<file path="src/rtl/actp_pkg.sv">
// ----------------------------------------------------------------------------
// actp_pkg
// shared types and constants for the ascii command and time parser
// ----------------------------------------------------------------------------
package actp_pkg;

  // command classes, as reported in the result transaction
  typedef enum logic [2:0] {
    KindUnknown = 3'd0,
    KindPing    = 3'd1,
    KindOta     = 3'd2,
    KindVersion = 3'd3,
    KindSend    = 3'd4,
    KindSetTime = 3'd5,
    KindEnvOn   = 3'd6,
    KindEnvOff  = 3'd7
  } cmd_kind_e;

  localparam int unsigned NumPatterns = 7;
  localparam int unsigned MaxTextLen  = 11;
  localparam int unsigned TextW       = 8 * MaxTextLen;
  localparam int unsigned TimePattern = 4;   // index of the set-time prefix
  localparam int unsigned InW         = 8;
  localparam int unsigned OutW        = 56;  // 53 field bits, padded to bytes

  localparam logic [4:0] TimeTextLen = 5'd24;
  localparam logic [4:0] CountMax    = 5'd25;

  // vendor prefix shared by most commands, four characters
  localparam logic [31:0] CmdPrefix = {8'h4C, 8'h46, 8'h43, 8'h2B};

  // pattern text, right aligned, first character in the highest used byte
  function automatic logic [TextW-1:0] pat_str(input logic [2:0] idx);
    logic [TextW-1:0] s;
    case (idx)
      3'd0:    s = {56'd0, "PING"};
      3'd1:    s = {32'd0, CmdPrefix, "OTA"};
      3'd2:    s = {CmdPrefix, "VERSION"};
      3'd3:    s = {24'd0, CmdPrefix, "SEND"};
      3'd4:    s = {48'd0, "TIME="};
      3'd5:    s = {8'd0, CmdPrefix, "ENV=ON"};
      3'd6:    s = {CmdPrefix, "ENV=OFF"};
      default: s = '0;
    endcase
    return s;
  endfunction

  function automatic logic [4:0] pat_len(input logic [2:0] idx);
    logic [4:0] n;
    case (idx)
      3'd0:    n = 5'd4;
      3'd1:    n = 5'd7;
      3'd2:    n = 5'd11;
      3'd3:    n = 5'd8;
      3'd4:    n = 5'd5;
      3'd5:    n = 5'd10;
      3'd6:    n = 5'd11;
      default: n = 5'd0;
    endcase
    return n;
  endfunction

  // character at position pos, valid only for pos below the pattern length
  function automatic logic [7:0] pat_char(input logic [2:0] idx, input logic [3:0] pos);
    logic [TextW-1:0] sh;
    logic [3:0]       top;
    top = 4'(pat_len(idx) - 5'd1) - pos;
    sh  = pat_str(idx) >> {top, 3'b000};
    return sh[7:0];
  endfunction

endpackage

</file>
<file path="src/rtl/ascii_command_and_time_parser.sv">
// ----------------------------------------------------------------------------
// ascii_command_and_time_parser
// byte-serial command classifier with set-time text decoding
// ----------------------------------------------------------------------------
// Takes one payload byte per clock while ready (tlast on the final byte)
// and, for every payload, returns one result transaction on the master
// stream: the command class, and for a well-formed 24-byte
// "TIME=YYYY-MM-DD,HH:MM:SS" payload the decoded year, month, day, hour,
// minute and second with time_ok set (all fields read zero otherwise; the
// calendar is not checked). Fixed commands must match in length and text;
// any payload of five or more bytes that starts with "TIME=" is set-time.
// Throughput is one byte per cycle while s_axis_tready_o is high: each
// byte passes through a single level of compare and multiply-by-ten logic
// into the running match and accumulator registers. The result is
// registered as the last byte is taken, into the output register, or into
// the skid register when the output register is full and stalled, so input
// only stalls once two finished results are waiting.
// After reset the block is ready at once; no clearing pass is needed.
// ----------------------------------------------------------------------------
module ascii_command_and_time_parser (
  input  logic                      clk_i,
  input  logic                      rst_ni,
  input  logic                      s_axis_tvalid_i,
  output logic                      s_axis_tready_o,
  input  logic [actp_pkg::InW-1:0]  s_axis_tdata_i,   // [7:0] payload_byte
  input  logic                      s_axis_tlast_i,   // last_byte
  output logic                      m_axis_tvalid_o,
  input  logic                      m_axis_tready_i,
  // [2:0] command_kind, [3] time_ok, [17:4] year_out, [24:18] month_out,
  // [31:25] day_out, [38:32] hour_out, [45:39] minute_out,
  // [52:46] second_out, [55:53] zero
  output logic [actp_pkg::OutW-1:0] m_axis_tdata_o
);
  import actp_pkg::*;

  // positions of the separators inside the time text
  localparam logic [4:0] PosDash0  = 5'd9;
  localparam logic [4:0] PosDash1  = 5'd12;
  localparam logic [4:0] PosComma  = 5'd15;
  localparam logic [4:0] PosColon0 = 5'd18;
  localparam logic [4:0] PosColon1 = 5'd21;
  // last position of each digit group
  localparam logic [4:0] EndYear   = 5'd8;
  localparam logic [4:0] EndMonth  = 5'd11;
  localparam logic [4:0] EndDay    = 5'd14;
  localparam logic [4:0] EndHour   = 5'd17;
  localparam logic [4:0] EndMinute = 5'd20;
  localparam logic [4:0] PrefixLen = 5'd5;

  // running per-payload state
  logic [4:0]             cnt_q, cnt_d;
  logic [NumPatterns-1:0] alive_q, alive_d;
  logic                   fmt_ok_q, fmt_ok_d;
  logic [13:0]            year_q, year_d;
  logic [6:0]             month_q, month_d;
  logic [6:0]             day_q, day_d;
  logic [6:0]             hour_q, hour_d;
  logic [6:0]             minute_q, minute_d;
  logic [6:0]             second_q, second_d;

  // result side: output register and skid register
  logic                   out_vld_q, out_vld_d;
  logic [OutW-1:0]        out_q, out_d;
  logic                   skid_vld_q, skid_vld_d;
  logic [OutW-1:0]        skid_q, skid_d;

  logic                   in_xfer;
  logic                   res_xfer;
  logic [7:0]             in_byte;
  logic                   is_digit;
  logic [3:0]             digit;
  logic [4:0]             len;
  cmd_kind_e              kind;
  logic                   time_ok;
  logic [OutW-1:0]        res_data;

  assign in_xfer  = s_axis_tvalid_i & s_axis_tready_o;
  assign res_xfer = in_xfer & s_axis_tlast_i;
  assign in_byte  = s_axis_tdata_i;
  assign is_digit = (in_byte >= "0") && (in_byte <= "9");
  assign digit    = in_byte[3:0];

  // match tracking, format check and decimal accumulation for this byte
  always_comb begin
    cnt_d    = (cnt_q < CountMax) ? cnt_q + 5'd1 : cnt_q;
    fmt_ok_d = fmt_ok_q;
    year_d   = year_q;
    month_d  = month_q;
    day_d    = day_q;
    hour_d   = hour_q;
    minute_d = minute_q;
    second_d = second_q;

    for (int i = 0; i < NumPatterns; i++) begin
      if (cnt_q < pat_len(3'(i))) begin
        alive_d[i] = alive_q[i] && (pat_char(3'(i), cnt_q[3:0]) == in_byte);
      end else begin
        // only the set-time prefix may run past its text
        alive_d[i] = alive_q[i] && (i == TimePattern);
      end
    end

    if (cnt_q < PrefixLen) begin
      if (pat_char(3'(TimePattern), cnt_q[3:0]) != in_byte) fmt_ok_d = 1'b0;
    end else if (cnt_q >= TimeTextLen) begin
      fmt_ok_d = 1'b0;
    end else if (cnt_q == PosDash0 || cnt_q == PosDash1) begin
      if (in_byte != "-") fmt_ok_d = 1'b0;
    end else if (cnt_q == PosComma) begin
      if (in_byte != ",") fmt_ok_d = 1'b0;
    end else if (cnt_q == PosColon0 || cnt_q == PosColon1) begin
      if (in_byte != ":") fmt_ok_d = 1'b0;
    end else if (!is_digit) begin
      fmt_ok_d = 1'b0;
    end else if (cnt_q <= EndYear) begin
      year_d = 14'(year_q * 14'd10 + 14'(digit));
    end else if (cnt_q <= EndMonth) begin
      month_d = 7'(month_q * 7'd10 + 7'(digit));
    end else if (cnt_q <= EndDay) begin
      day_d = 7'(day_q * 7'd10 + 7'(digit));
    end else if (cnt_q <= EndHour) begin
      hour_d = 7'(hour_q * 7'd10 + 7'(digit));
    end else if (cnt_q <= EndMinute) begin
      minute_d = 7'(minute_q * 7'd10 + 7'(digit));
    end else begin
      second_d = 7'(second_q * 7'd10 + 7'(digit));
    end
  end

  // classification on the final byte, first live pattern wins
  always_comb begin
    len  = cnt_d;
    kind = KindUnknown;
    for (int i = NumPatterns - 1; i >= 0; i--) begin
      if (alive_d[i] && ((i == TimePattern) ? (len >= pat_len(3'(i)))
                                            : (len == pat_len(3'(i))))) begin
        kind = cmd_kind_e'(3'(i + 1));
      end
    end
    time_ok = fmt_ok_d && (len == TimeTextLen);
    if (time_ok) begin
      res_data = {3'd0, second_d, minute_d, hour_d, day_d, month_d, year_d,
                  1'b1, kind};
    end else begin
      res_data = {52'd0, 1'b0, kind};
    end
  end

  // per-payload state returns to its start values after the final byte
  always_ff @(posedge clk_i or negedge rst_ni) begin
    if (!rst_ni) begin
      cnt_q    <= '0;
      alive_q  <= '1;
      fmt_ok_q <= 1'b1;
      year_q   <= '0;
      month_q  <= '0;
      day_q    <= '0;
      hour_q   <= '0;
      minute_q <= '0;
      second_q <= '0;
    end else if (in_xfer) begin
      if (s_axis_tlast_i) begin
        cnt_q    <= '0;
        alive_q  <= '1;
        fmt_ok_q <= 1'b1;
        year_q   <= '0;
        month_q  <= '0;
        day_q    <= '0;
        hour_q   <= '0;
        minute_q <= '0;
        second_q <= '0;
      end else begin
        cnt_q    <= cnt_d;
        alive_q  <= alive_d;
        fmt_ok_q <= fmt_ok_d;
        year_q   <= year_d;
        month_q  <= month_d;
        day_q    <= day_d;
        hour_q   <= hour_d;
        minute_q <= minute_d;
        second_q <= second_d;
      end
    end
  end

  // output register with skid: a new result lands in the skid register
  // only when the output register is full and stalled
  always_comb begin
    out_vld_d  = out_vld_q;
    out_d      = out_q;
    skid_vld_d = skid_vld_q;
    skid_d     = skid_q;
    if (!out_vld_q || m_axis_tready_i) begin
      if (skid_vld_q) begin
        out_vld_d  = 1'b1;
        out_d      = skid_q;
        skid_vld_d = 1'b0;
      end else if (res_xfer) begin
        out_vld_d = 1'b1;
        out_d     = res_data;
      end else begin
        out_vld_d = 1'b0;
      end
    end else if (res_xfer) begin
      skid_vld_d = 1'b1;
      skid_d     = res_data;
    end
  end

  always_ff @(posedge clk_i or negedge rst_ni) begin
    if (!rst_ni) begin
      out_vld_q  <= 1'b0;
      skid_vld_q <= 1'b0;
    end else begin
      out_vld_q  <= out_vld_d;
      skid_vld_q <= skid_vld_d;
    end
  end

  always_ff @(posedge clk_i) begin
    out_q  <= out_d;
    skid_q <= skid_d;
  end

  assign s_axis_tready_o = !skid_vld_q;
  assign m_axis_tvalid_o = out_vld_q;
  assign m_axis_tdata_o  = out_q;

endmodule

</file>
<file path="config.mk">
export PLATFORM = sky130hd
export DESIGN_NAME = ascii_command_and_time_parser
export DESIGN_NICKNAME = d
export VERILOG_FILES = /design/src/rtl/actp_pkg.sv /design/src/rtl/ascii_command_and_time_parser.sv
export SDC_FILE = /design/constraint.sdc
export NUM_CORES = 1
export LEC_CHECK = 0
export ABC_AREA = 1
export BUFFER_PORTS_ARGS = -buffer_cell sky130_fd_sc_hd__buf_2
export CAP_MARGIN = 10
export CORE_MARGIN = 2
export CORE_UTILIZATION = 53
export DETAILED_ROUTE_END_ITERATION = 10
export HOLD_SLACK_MARGIN = 0.03
export PLACE_DENSITY = 0.79
export SYNTH_ARGS = -nofsm -noshare
export SYNTH_HDL_FRONTEND = slang
export SYNTH_SLANG_ARGS = --single-unit
</file>
<file path="constraint.sdc">
create_clock -name clk_i -period 4.83 [get_ports clk_i]
set_clock_uncertainty 0.1 [all_clocks]
set_input_delay 0.7245 -clock clk_i [delete_from_list [all_inputs] [get_ports clk_i]]
set_output_delay 0.7245 -clock clk_i [all_outputs]
set_load 0.01 [all_outputs]
</file>
==> flow_summary.ini, run 1 <==
[outcome]
status = completed

[routing]
ant_nets = 0
drtIter0Drc = 892
drc = 0
dr.pass1.iters = 6
wire_per_inst_microns = 16.51
drt_wl_total_microns = 28560
via_count = 9508
via_per_inst = 5.496

[die]
start_util_pct = 53.47
ios = 71
design.core.area_sq_um = 21620
die_area_sq_um = 23010
rows = 54
die_w_microns = 151.7
die_h_microns = 151.7

[power_and_ir_drop]
p_leak_nw = 5.658
p_per_area_nw_per_um2 = 298.8
total_power_mw = 3.776
vdd_ir_drop_max_mv = 0.2084

[timing]
finalMaxSlewViolations = 0
fin_hold_ws_ps = 274.7
worst_pin_slew_ps = 1014
rsz0062_at_grt = no
totalNegativeSetupSlack_ps = 0
max_freq_mhz = 250.4
slew_headroom_pct = 32.43
finalSetupViolCount = 0
finalHoldViolations = 0
period_share_pct = 82.67
fin_crit_ps = 3993

[yosys]
yosysTopAreaCell = edfxtp_1
synth_top_cells_by_count = nand2_1 (425), inv_1 (130), edfxtp_1 (106)
synth-compound-area-share_pct = 8.713
synth_xor_xnor_area_share_pct = 4.773
syn_inst = 1391
avgSynthCellArea_sq_um = 8.310
synth.area.top_cells = edfxtp_1 (28%), nand2_1 (14%), dfrtp_1 (12%), ha_1 (9.2%), inv_1 (4.2%)
ys.flop_type = edfxtp_1
synthDistinctLibCells = 52
synth.most_common_cell = nand2_1
synthAdderAreaFrac_pct = 11.28
synth_top_area_share_pct = 27.54
synthMuxAreaShare_pct = 0.2598
synth_edf_count = 106
syn_area_sq_um = 11560
synthArstFlopShare_pct = 37.65
ys_seq_area_share_pct = 41.48
synth_top_family_by_area = simple AND/OR/NAND/NOR gates
synth_seq_cells = 170
ys_warn_count = 0
synth-simple-area-share_pct = 26.01

[global_route]
overflow = 0
antenna_found_initial = 0
grtUsageTotal_pct = 25.80
top_usage_layer = met2
grt_pass1_vias = 8906
grt_pass1_wl_microns = 46370
use_met3_pct = 2.754
use_met1_pct = 36.13
use_met2_pct = 42.75
grt_max_degree = 56

[clocking]
post-cts-setup-buffers = 0
postCtsHoldBufs = 0
worstSkewPairLatency_ps = 440
cts.clk_slew.worst_paths_ps = 70
clock_sinks = 170
cts_buffers = 17
cts_tree = built
htreeDepth = 4
cts_resized = 0
cts_root_buffer = clkbuf_16
cts_buffer_depth = 2

[critical_path]
r2r_cells = 16
r2r-end = skid_q[16]$_DFFE_PP_
r2r-start = cnt_q[1]$_DFFE_PN0P_
ff2ff_setup_slack_ps = 840
crit_arrival_ps = 4090
cp-startpoint = cnt_q[1]$_DFFE_PN0P_
crit_type = flip-flop to flip-flop
endpoint_kind = flip-flop
crit_path_start_kind = flip-flop
cp.required_ps = 4920
cp_max_fo = 51

[final_layout]
final_nets = 1547
syn2layout_area_growth_pct = 9.297
fin_area_sq_um = 12630
drive_above_1_share_pct = 15.03
post-route-util_pct = 58.44
antenna_cells = 0

[placement]
gp_congestion = 0.9850
hpwl_microns = 20090
placed_area_sq_um = 12040
portBuffers = 67

[min_path]
min_path_type = input port to async pin

[flow_run]
max_cap_violations = 0
worst max-delay path, cell delays in order (launching register included):
cell and delay, ps:
dfrtp_1 530, inv_1 330, ha_1 550, ha_1 390
inv_1 80, nor2_1 50, nand3_1 100, nand2_1 70
nand2_1 80, inv_1 40, nand2_1 50, nor2_1 60
nand4_1 80, nand2_2 90, nand2_4 730, inv_1 160
and2_1 220
cell type report:
type                    instances  area [sq um]
clock buffers                  18         429.2
clock inverters                14         161.4
fillers                      1885          8986
inverters                     146         554.3
multi-input cells            1024          5926
flip-flops and latches        170          4796
well taps                     280         350.3
repair buffers                 78         417.9
registers in the layout, summed over array words and instances (netlist names):
| name | flops |
|---|---|
| cnt_q | 5 |
| m_axis_tvalid_o | 1 |
| skid_q | 53 |
| minute_q | 7 |
| hour_q | 7 |
| day_q | 7 |
| skid_vld_q | 1 |
| m_axis_tdata_o | 53 |
| year_q | 14 |
| fmt_ok_q | 1 |
| alive_q | 7 |
| month_q | 7 |
| second_q | 7 |
worst max-delay path by stage:
stage / end / slack, ps / cells past startpoint
finish: skid_q[16]$_DFFE_PP_ / 840 / 16
global route: m_axis_tdata_o[24]$_DFFE_PP_ / 550 / 17
CTS: skid_q[16]$_DFFE_PP_ / 900 / 16
detailed placement: skid_q[16]$_DFFE_PP_ / 940 / 13
global placement: skid_q[16]$_DFFE_PP_ / 1030 / 16
floorplan: m_axis_tdata_o[0]$_DFFE_PP_ / 970 / 4
power by group:
group / internal (mW) / switching (mW)
Sequential: 1.60 / 0.0295
Combinational: 0.227 / 0.513
Clock: 0.777 / 0.626
placed cells by master (no fill, tap or decap), types with 4 or more instances in the layout:
| cell type | netlist | layout |
|---|---|---|
| nand2_1 | 425 | 425 |
| inv_1 | 130 | 130 |
| edfxtp_1 | 106 | 106 |
| ha_1 | 85 | 85 |
| o21ai_0 | 81 | 81 |
| nand3_1 | 76 | 76 |
| nor2_1 | 71 | 69 |
| buf_2 | 15 | 67 |
| dfrtp_1 | 56 | 55 |
| nor2_2 | 42 | 42 |
| xor2_1 | 37 | 37 |
| a21oi_1 | 30 | 30 |
| xnor2_1 | 26 | 26 |
| o21ai_1 | 20 | 20 |
| nand4_1 | 18 | 18 |
| o22ai_1 | 18 | 18 |
| clkbuf_16 | 0 | 17 |
| nor2_4 | 10 | 12 |
| fa_1 | 12 | 12 |
| inv_2 | 11 | 11 |
| buf_4 | 6 | 11 |
| nand2_2 | 9 | 9 |
| dfstp_2 | 8 | 8 |
| nor3_1 | 7 | 7 |
| o21ai_2 | 7 | 7 |
| or2_2 | 6 | 6 |
| o21bai_1 | 5 | 5 |
| inv_6 | 0 | 5 |
| o211ai_1 | 4 | 4 |
| nor4_1 | 4 | 4 |
stage by stage:
stage	instances	worst slack, ps
after floorplan	1393	969.2
after global placement	1698	1035
after detailed placement	1698	941.7
after CTS	1730	902.3
after global routing	1730	553.6
final	1730	836.9
routing by layer:
metal | vias to the layer above | share of wire (%)
met5 | - | 0
met4 | 0 | 1.7
met1 | 4484 | 45
met3 | 35 | 6.1
met2 | 348 | 47
li1 | 4641 | -
cells by family (layout without fill, tap and decap cells):
logic type | after synthesis | after routing
AOI/OAI and AO/OA | 178 | 178
xor gates and xnor gates | 63 | 63
adders and majority gates | 97 | 97
buffers and inverters | 199 | 256
DFF | 170 | 170
muxes | 3 | 3
other | 1 | 3
and+or+nand+nor | 680 | 680
(Power assumes the default switching activity.)
==> run 2, diff against run 1 <==
==> constraint.sdc (replaced) <==
create_clock -name clk_i -period 4.2 [get_ports clk_i]
set_clock_uncertainty 0.1 [all_clocks]
set_input_delay 0.63 -clock clk_i [delete_from_list [all_inputs] [get_ports clk_i]]
set_output_delay 0.63 -clock clk_i [all_outputs]
set_load 0.01 [all_outputs]
==> run 2 against run 1 <==
Net effect:
- register-to-register slack worse by 410 ps
- routed wire length grew 3.4%
- sequential power rose by 15%
- clock power rose by 10%
- highest routed layer unchanged
- power increased by 13%
- clock-buffer cell count is the same
- largest power group unchanged
- cell area up 1.1%
==> flow_summary.ini, run 2 (synthesis gave the netlist of run 1 again) <==
[routing]
dr.pass1.iters = 4
wire_per_inst_microns = 16.95
drtIter0Drc = 744
drc = 0
drt_wl_total_microns = 29540
ant_nets = 0
via_count = 9662
via_per_inst = 5.543

[timing]
slew_headroom_pct = 34.74
period_share_pct = 89.82
finalSetupViolCount = 0
rsz0062_at_grt = no
fin_crit_ps = 3772
finalMaxSlewViolations = 0
totalNegativeSetupSlack_ps = 0
max_freq_mhz = 265.1
finalHoldViolations = 0
fin_hold_ws_ps = 133.3
worst_pin_slew_ps = 977.9

[final_layout]
mostFrequentLayoutCells = nand2_1 (425), inv_1 (130), edfxtp_1 (106)
syn2layout_area_growth_pct = 10.48
final_common_cell = nand2_1
fill_cells = 1842
post-route-util_pct = 59.07
final_nets = 1560
antenna_cells = 0
drive_above_1_share_pct = 15.79

[die]
die_area_sq_um = 23010
rows = 54
die_h_microns = 151.7
die_w_microns = 151.7
ios = 71
design.core.area_sq_um = 21620
start_util_pct = 53.47

[placement]
gp_congestion = 0.9983
portBuffers = 67
hpwl_microns = 21050

[critical_path]
endpoint = m_axis_tdata_o[35]$_DFFE_PP_
cp.required_ps = 4400
r2r-start = cnt_q[1]$_DFFE_PN0P_
cp_max_fo = 25
cp-startpoint = cnt_q[1]$_DFFE_PN0P_
r2r-end = m_axis_tdata_o[35]$_DFFE_PP_
ff2ff_setup_slack_ps = 430
crit_path_start_kind = flip-flop
endpoint_kind = flip-flop
crit_arrival_ps = 3970
crit_type = flip-flop to flip-flop
r2r_cells = 16

[clocking]
cts_buffer_depth = 2
cts_resized = 0
htreeDepth = 4
post-cts-setup-buffers = 0
cts.clk_slew.worst_paths_ps = 70
cts_tree = built
postCtsHoldBufs = 0
cts_root_buffer = clkbuf_16
worstSkewPairLatency_ps = 440
cts_buffers = 17
clock_sinks = 170

[global_route]
grt_pass1_vias = 9237
overflow = 0
antenna_found_initial = 0
grt_max_degree = 56
grtUsageTotal_pct = 26.73
grt_pass1_wl_microns = 47540

[power_and_ir_drop]
vdd_ir_drop_max_mv = 0.2368
power_frac_clock_pct = 36.0
switching_share_pct = 32.07
p_per_area_nw_per_um2 = 335.5
total_power_mw = 4.284
power_frac_comb_pct = 20.2
p_leak_nw = 5.736
p_sw_mw = 1.374
p_int_mw = 2.910
seq_power_share_pct = 43.8

[outcome]
status = completed

[min_path]
min_path_type = input port to async pin

[flow_run]
max_cap_violations = 0
run 2: changes by cell type in the layout (fill, tap and decap cells not counted), sizes merged:
| cell | delta |
|---|---|
| bufinv | -2 |
| buf | +13 |
| clkinv | +3 |
| clkinvlp | -1 |
run 2: power groups by stage:
stage,clock (mW),sequential (mW),combinational (mW)
CTS,1.55,1.88,0.855
global route,1.62,1.89,0.975
detailed placement,0,1.91,0.850
floorplan,0,1.92,0.597
finish,1.54,1.88,0.863
global placement,0,1.91,0.846
run 2: worst min path at each step:
stage	startpoint	endpoint	depth (start not counted)
floorplan	rst_ni	cnt_q[0]$_DFFE_PN0P_	0
global route	rst_ni	cnt_q[2]$_DFFE_PN0P_	1
detailed placement	year_q[13]$_DFFE_PN0P_	year_q[13]$_DFFE_PN0P_	2
global placement	year_q[13]$_DFFE_PN0P_	year_q[13]$_DFFE_PN0P_	2
finish	rst_ni	year_q[8]$_DFFE_PN0P_	1
CTS	rst_ni	cnt_q[2]$_DFFE_PN0P_	1
run 2: final cells by class:
type,instances,area (sq um),area share (%)
flip-flops and latches,170,4796,37.55
repair buffers,91,565.5,4.428
clock inverters,14,150.1,1.176
inverters,146,554.3,4.340
clock buffers,18,429.2,3.360
multi-input cells,1024,5926,46.40
well taps,280,350.3,2.743
run 2: stage by stage:
step                instances  setup slack [ps]  area [sq um]
floorplan                1393             433.7         11570
global placement         1711             611.3         12190
detailed placement       1711             542.9         12190
CTS                      1743             504.5         12770
global route             1743             210.8         12770
finish                   1743             427.6         12770
run 2: worst max-delay path, cell delays in order (launching register included):
cell,delay (ps)
dfrtp_1,600
inv_1,290
ha_1,390
ha_1,450
nor2_1,70
a21oi_1,160
nand2_1,70
nand2_1,60
nand3_1,70
nor2_1,230
nand4_1,140
nand2_2,120
nand2_4,260
buf_12,270
nor2_2,120
nand2_1,90
nand2_1,100
run 2: per-layer routing:
layer,part of all wire [%],wire length (microns),track usage [%]
met1,44,12980,36.67
met2,47,13840,43.11
met3,6.5,1925,4.341
met4,2.7,795,9.352
met5,0,0,0
